**src/hdl/pfa_pkg.sv**
```systemverilog
// shared types, constants and helpers for the per-cpu page allocator
package pfa_pkg;

  localparam int NUM_CPUS   = 8;
  localparam int NUM_PAGES  = 32768;
  localparam int PAGE_BYTES = 4096;

  localparam int ADDR_W     = 56;
  localparam int CPU_IN_W   = 3;
  localparam int PAGE_SHIFT = $clog2(PAGE_BYTES);
  localparam int PG_W       = (NUM_PAGES > 1) ? $clog2(NUM_PAGES) : 1;
  localparam int CPU_W      = (NUM_CPUS > 1) ? $clog2(NUM_CPUS) : 1;
  localparam int OPW        = ADDR_W + 1;
  localparam int LINK_W     = PG_W + 1;

  typedef logic [OPW-1:0]    op_t;
  typedef logic [ADDR_W-1:0] addr_t;
  typedef logic [PG_W-1:0]   pg_t;
  typedef logic [CPU_W-1:0]  cpu_t;
  typedef logic [OPW-PAGE_SHIFT-1:0] pgnum_t;

  localparam pgnum_t NUM_PAGES_V = pgnum_t'(NUM_PAGES);
  localparam op_t    PAGE_MASK   = op_t'(PAGE_BYTES - 1);

  // register index, taken from paddr bit 3
  localparam logic REG_START = 1'b0;
  localparam logic REG_TOP   = 1'b1;

  typedef enum logic [1:0] {
    ST_OK       = 2'd0,
    ST_OOM      = 2'd1,
    ST_BAD_FREE = 2'd2
  } status_e;

  typedef enum logic {
    FUNC_ALLOC = 1'b0,
    FUNC_FREE  = 1'b1
  } func_e;

  typedef enum logic [3:0] {
    S_IDLE,
    S_BASE,
    S_CHK_LO,
    S_CHK_HI,
    S_OFFSET,
    S_PUSH,
    S_PICK,
    S_READ,
    S_POP,
    S_GRANT,
    S_DONE
  } state_e;

  // cpu index folded onto the cpus that exist
  function automatic cpu_t cpu_wrap(logic [CPU_IN_W-1:0] v);
    cpu_t r;
    r = '0;
    for (int i = 0; i < (1 << CPU_IN_W); i++) begin
      if (v == CPU_IN_W'(i)) begin
        r = cpu_t'(i % NUM_CPUS);
      end
    end
    return r;
  endfunction

endpackage

```
**src/hdl/pfa_alu.sv**
```systemverilog
// shared adder/subtractor used for every address compare and sum
module pfa_alu (
  input  pfa_pkg::op_t a_i,
  input  pfa_pkg::op_t b_i,
  input  logic         sub_i,
  output pfa_pkg::op_t sum_o,
  output logic         carry_o
);

  pfa_pkg::op_t b_eff;
  logic [pfa_pkg::OPW:0] full;

  always_comb begin
    b_eff = sub_i ? ~b_i : b_i;
    full  = {1'b0, a_i} + {1'b0, b_eff} + {{pfa_pkg::OPW{1'b0}}, sub_i};
  end

  // on subtract, carry set means a >= b
  assign sum_o   = full[pfa_pkg::OPW-1:0];
  assign carry_o = full[pfa_pkg::OPW];

endmodule

```
**config.mk**
```make
export PLATFORM = sky130hd
export DESIGN_NAME = pfa_alu
export DESIGN_NICKNAME = d
export VERILOG_FILES = /design/src/hdl/pfa_pkg.sv /design/src/hdl/pfa_alu.sv
export SDC_FILE = /design/constraint.sdc
export NUM_CORES = 1
export LEC_CHECK = 0
export BUFFER_PORTS_ARGS = -buffer_cell sky130_fd_sc_hd__buf_2
export CAP_MARGIN = 20
export CORE_UTILIZATION = 45
export DETAILED_ROUTE_END_ITERATION = 10
export PLACE_DENSITY = 0.77
export SLEW_MARGIN = 20
export SYNTH_ARGS = -nofsm -noshare
export SYNTH_HDL_FRONTEND = slang
export SYNTH_SLANG_ARGS = --single-unit
export TNS_END_PERCENT = 10
```
**constraint.sdc**
```tcl
create_clock -name vclk -period 2.97
set_input_delay 0.1485 -clock vclk [all_inputs]
set_output_delay 0.1485 -clock vclk [all_outputs]
set_load 0.005 [all_outputs]
```
; After elaboration in Yosys (flattened, before gate mapping)
; Index checks and enable logic that the tools add are counted.
[op_classes]
n_addsub = 2
muxes = 1
bitwise = 1
[ops]
columns = operator, n
row1 = 57-bit by 57-bit adder with 58-bit output, 1
row2 = 58-bit by 1-bit adder with 58-bit output, 1
row3 = 57-bit 2-to-1 mux, 1
row4 = 57-bit NOT, 1
[totals]
register_bits = 0
inputBits = 115
out_inout_bits = 58
word_cells = 4

; Depth between registers and ports, before layout
[logic_depth]
ltp_word = 4
ltp_mapped = 13
mapped_depth_nobuf = 10

; Worst setup path after synthesis
; OpenSTA, ideal clock, no wires.
[synth_path]
path_kind = input-to-output
from = input port sub_i
to = output port carry_o
arrival_time_ps = 3154
required_ps = 2822
path_slack_ps = -333
path_stages = 13
path_buffers = 3
path_cell_list = clkbuf_1 > buf_1 > xor2_1 > ha_1 > buf_6 > a211oi_4 > o211ai_2 > a311oi_2 > nor2_1 > a211oi_1 > a21bo_2 > a31o_1 > a311o_1
[synth_via]
elab_chain_cells = 3
[synth_rtl]
columns = element, line_no
row1 = "start, declared", pfa_alu.sv:5  ; input logic sub_i,
row2 = 57-bit 2-to-1 mux, pfa_alu.sv:14  ; b_eff = sub_i ? ~b_i : b_i;
row3 = 57-bit by 57-bit adder with 58-bit output, pfa_alu.sv:15  ; full = {1'b0, a_i} + {1'b0, b_eff} + {{pfa_pkg::OPW{1'b0}}, sub_i};
row4 = 58-bit by 1-bit adder with 58-bit output *, pfa_alu.sv:15
row5 = "end, declared", pfa_alu.sv:7  ; output logic carry_o
; Every way passes the cells marked *; elsewhere a longest branch is shown, timed or not.

; Final worst setup path
; Ends and elaborated chain as after synthesis.

==> implementation parameters <==
Parameter                              Value

Outcome
  Outcome    finished with violations
  Violated checks    setup timing

Floorplanning
  Floorplan die area    9740 sq um
  Horizontal extent of the die    98.7 um
  Core area    8890 sq um
  Initial core utilization    47.3%
  I/O Pins    173
  Die boundary height    98.7 um
  # rows    34

Global route
  Overall track demand over capacity in global routing    31.6%
  Via count of the first global-routing pass    5805
  Initial antenna violation count    0
  Residual overflow from global routing    0
  Global-route wire length before repair    25800 um
  Maximum number of pins on one net before global-route repair    12

Synth
  Simple-gate share of the synthesized area    22.3%
  Synth Area in XOR/XNOR    21.9%
  Synth Area in Adders    18.9%
  Syn Inst Count    609
  Nets in the synthesized netlist    787
  Avg Inst Size Synth    6.91 sq um
  Main combinational cell family by area after synthesis    compound AO/OA/AOI/OAI gates
  Proportion of synthesized area in mux cells    0.506%
  Number of warnings printed during yosys synthesis    0
  Sequential fraction of the synthesis area    0%
  Synthesized cell area    4210 sq um
  Share of the synthesized area in compound gates (AO/OA/AOI/OAI)    31.9%
  Yosys cell types    71

Worst setup path
  Nature of the critical path endpoint    output port
  Worst endpoint required time    2820 ps
  Biggest fanout along the worst timing path    8
  Type of origin of the critical path    input pin
  WP data arrival    2890 ps
  Type of the worst setup path    in -> out

Cells and area
  Number of nets in the layout    1105
  Leading cell type in the layout, fill and taps excluded    sky130_fd_sc_hd__buf_2
  Flip-flop and latch count    0
  Fraction of final layout cells with drive strength greater than 1    46.4%
  Area Overhead vs Synth    64.4%
  Filler Cells Inserted    649
  Ant. Diodes    0
  Top library cells by usage in the layout, fill and taps aside    172 x sky130_fd_sc_hd__buf_2, 152 x sky130_fd_sc_hd__buf_4, 69 x sky130_fd_sc_hd__xor2_1
  Area occupied by registers    0 sq um
  Final-layout clock buffer total    0
  Number of standard cells in the final layout excluding fillers    1033

Place
  Routability congestion estimate    0.944
  Post-detail-place hpwl    13300 um
  Dpl cells    1007
  Number of input and output port buffers inserted    173

Routing
  Detailed router's first-iteration violation count    296
  Routed length on met3    1100 um
  Final antenna-violating net count    0
  DR pass1 iterations    5
  Vias after detailed routing    5949
  Per-cell routed wire length    16.8 um
  Number of remaining DRC errors    0
  Met1 wire length    6890 um
  Routed length on met2    8880 um
  Vias/cell    5.76
  Final wirelength    17300 um
  Highest Signal Layer    met4

Power
  Overall power consumption    2.40 mW
  Power density normalized to cell area    348 nW/um^2
  Leakage power of the design    3.45 nW
  IR Drop Worst-Case VDD    0.210 mV

Job
  Count of max-cap constraint violations    0

Min path
  Class of the tightest hold or removal check    in -> out

STA
  Clock period minus worst slack    3040 ps
  Max-slew headroom    67.8%
  Setup repair after global routing missed its margin    yes
  Slew @ Worst Pin    479 ps
  Sum of negative setup slack    -184 ps
  Slew Viols, Final    0
  Maximum clock rate    0.329 GHz
  Number of endpoints with negative hold slack in the final report    0
  Final worst-path cycle share    102%
  Worst-case setup margin in the final layout    -69.1 ps
  Endpoints failing setup    5

CTS
  Hold-fix buffers, CTS    0
## per-stage QoR
stage          util [%]  worst slack, ps  hold slack, ps  instance area (sq um)
3_5_place_dp       69.1             -203             582                   6140
4_1_cts            72.1            -58.8             582                   6410
6_report           77.8            -69.1             587                   6910
3_3_place_gp       69.1             -152             578                   6140
5_1_grt            77.8             -180             603                   6910
2_1_floorplan         -          -0.0688             348                   4210
## worst paths after layout
path / end / cells after the start / from
worst max-delay path: carry_o / 13 / sub_i
worst min-delay path: sum_o[0] / 3 / a_i[0]
## repair_timing
action,CTS,global route
endpoints found under the setup margin,26,33
hold endpoints to repair,0,0
setup buffers,8,15
gates cloned,2,1
gates resized for setup,37,86
pin swaps,29,57
## area by class of cell
type	instances	area, sq um	area share, %
inverters	14	52.6	0.760
multi-input cells	572	4470	64.6
well taps	108	135	1.95
repair buffers	339	2260	32.7
## power breakdown
part | total [mW] | switching (mW) | leakage, nW | internal (mW)
registers | 0 | 0 | 0 | 0
clock network | 0 | 0 | 0 | 0
logic | 2.40 | 1.22 | 3.45 | 1.18
## critical path: stages
cell and delay, ps:
sky130_fd_sc_hd__buf_16 130, sky130_fd_sc_hd__buf_12 150, sky130_fd_sc_hd__xor2_1 160, sky130_fd_sc_hd__ha_1 290, sky130_fd_sc_hd__a21o_1 180, sky130_fd_sc_hd__or3_1 380, sky130_fd_sc_hd__o21ai_2 240, sky130_fd_sc_hd__o41ai_2 110
sky130_fd_sc_hd__buf_4 170, sky130_fd_sc_hd__a21bo_2 230, sky130_fd_sc_hd__a31o_1 210, sky130_fd_sc_hd__a311o_1 350, sky130_fd_sc_hd__buf_2 130
## logic make-up after synthesis
kind of cell | after synthesis
AOI/OAI and AO/OA | 204
xor gates and xnor gates | 105
adders and majority gates | 63
buffers and inverters | 37
muxes | 2
and+or+nand+nor | 198
## synth_stat cells (all sizes together) (4+ instances only)
| cell | number | area [sq um] |
|---|---|---|
| and3 | 9 | 57.6 |
| a21oi | 70 | 350 |
| nand2 | 59 | 221 |
| nor2b | 4 | 25.0 |
| a21o | 19 | 144 |
| nor2 | 53 | 199 |
| nand2b | 6 | 37.5 |
| xnor2 | 29 | 254 |
| a211oi | 10 | 97.6 |
| nor4 | 5 | 31.3 |
| nand4 | 17 | 106 |
| nor3 | 15 | 75.1 |
| ha | 62 | 776 |
| o21a | 6 | 45.0 |
| inv | 14 | 52.6 |
| o21bai | 10 | 75.1 |
| buf | 15 | 97.6 |
| xor2 | 76 | 666 |
| o21ai | 49 | 257 |
| clkbuf | 8 | 41.3 |
| o31ai | 4 | 30.0 |
| nand3 | 14 | 70.1 |
## routing by layer
layer | vias up | global-route usage [%]
met5 | - | 0
met4 | 0 | 6.66
met3 | 47 | 2.41
met2 | 300 | 60.9
met1 | 2737 | 37.9
li1 | 2865 | -
No activity file was read; power rests on OpenSTA's default activity.
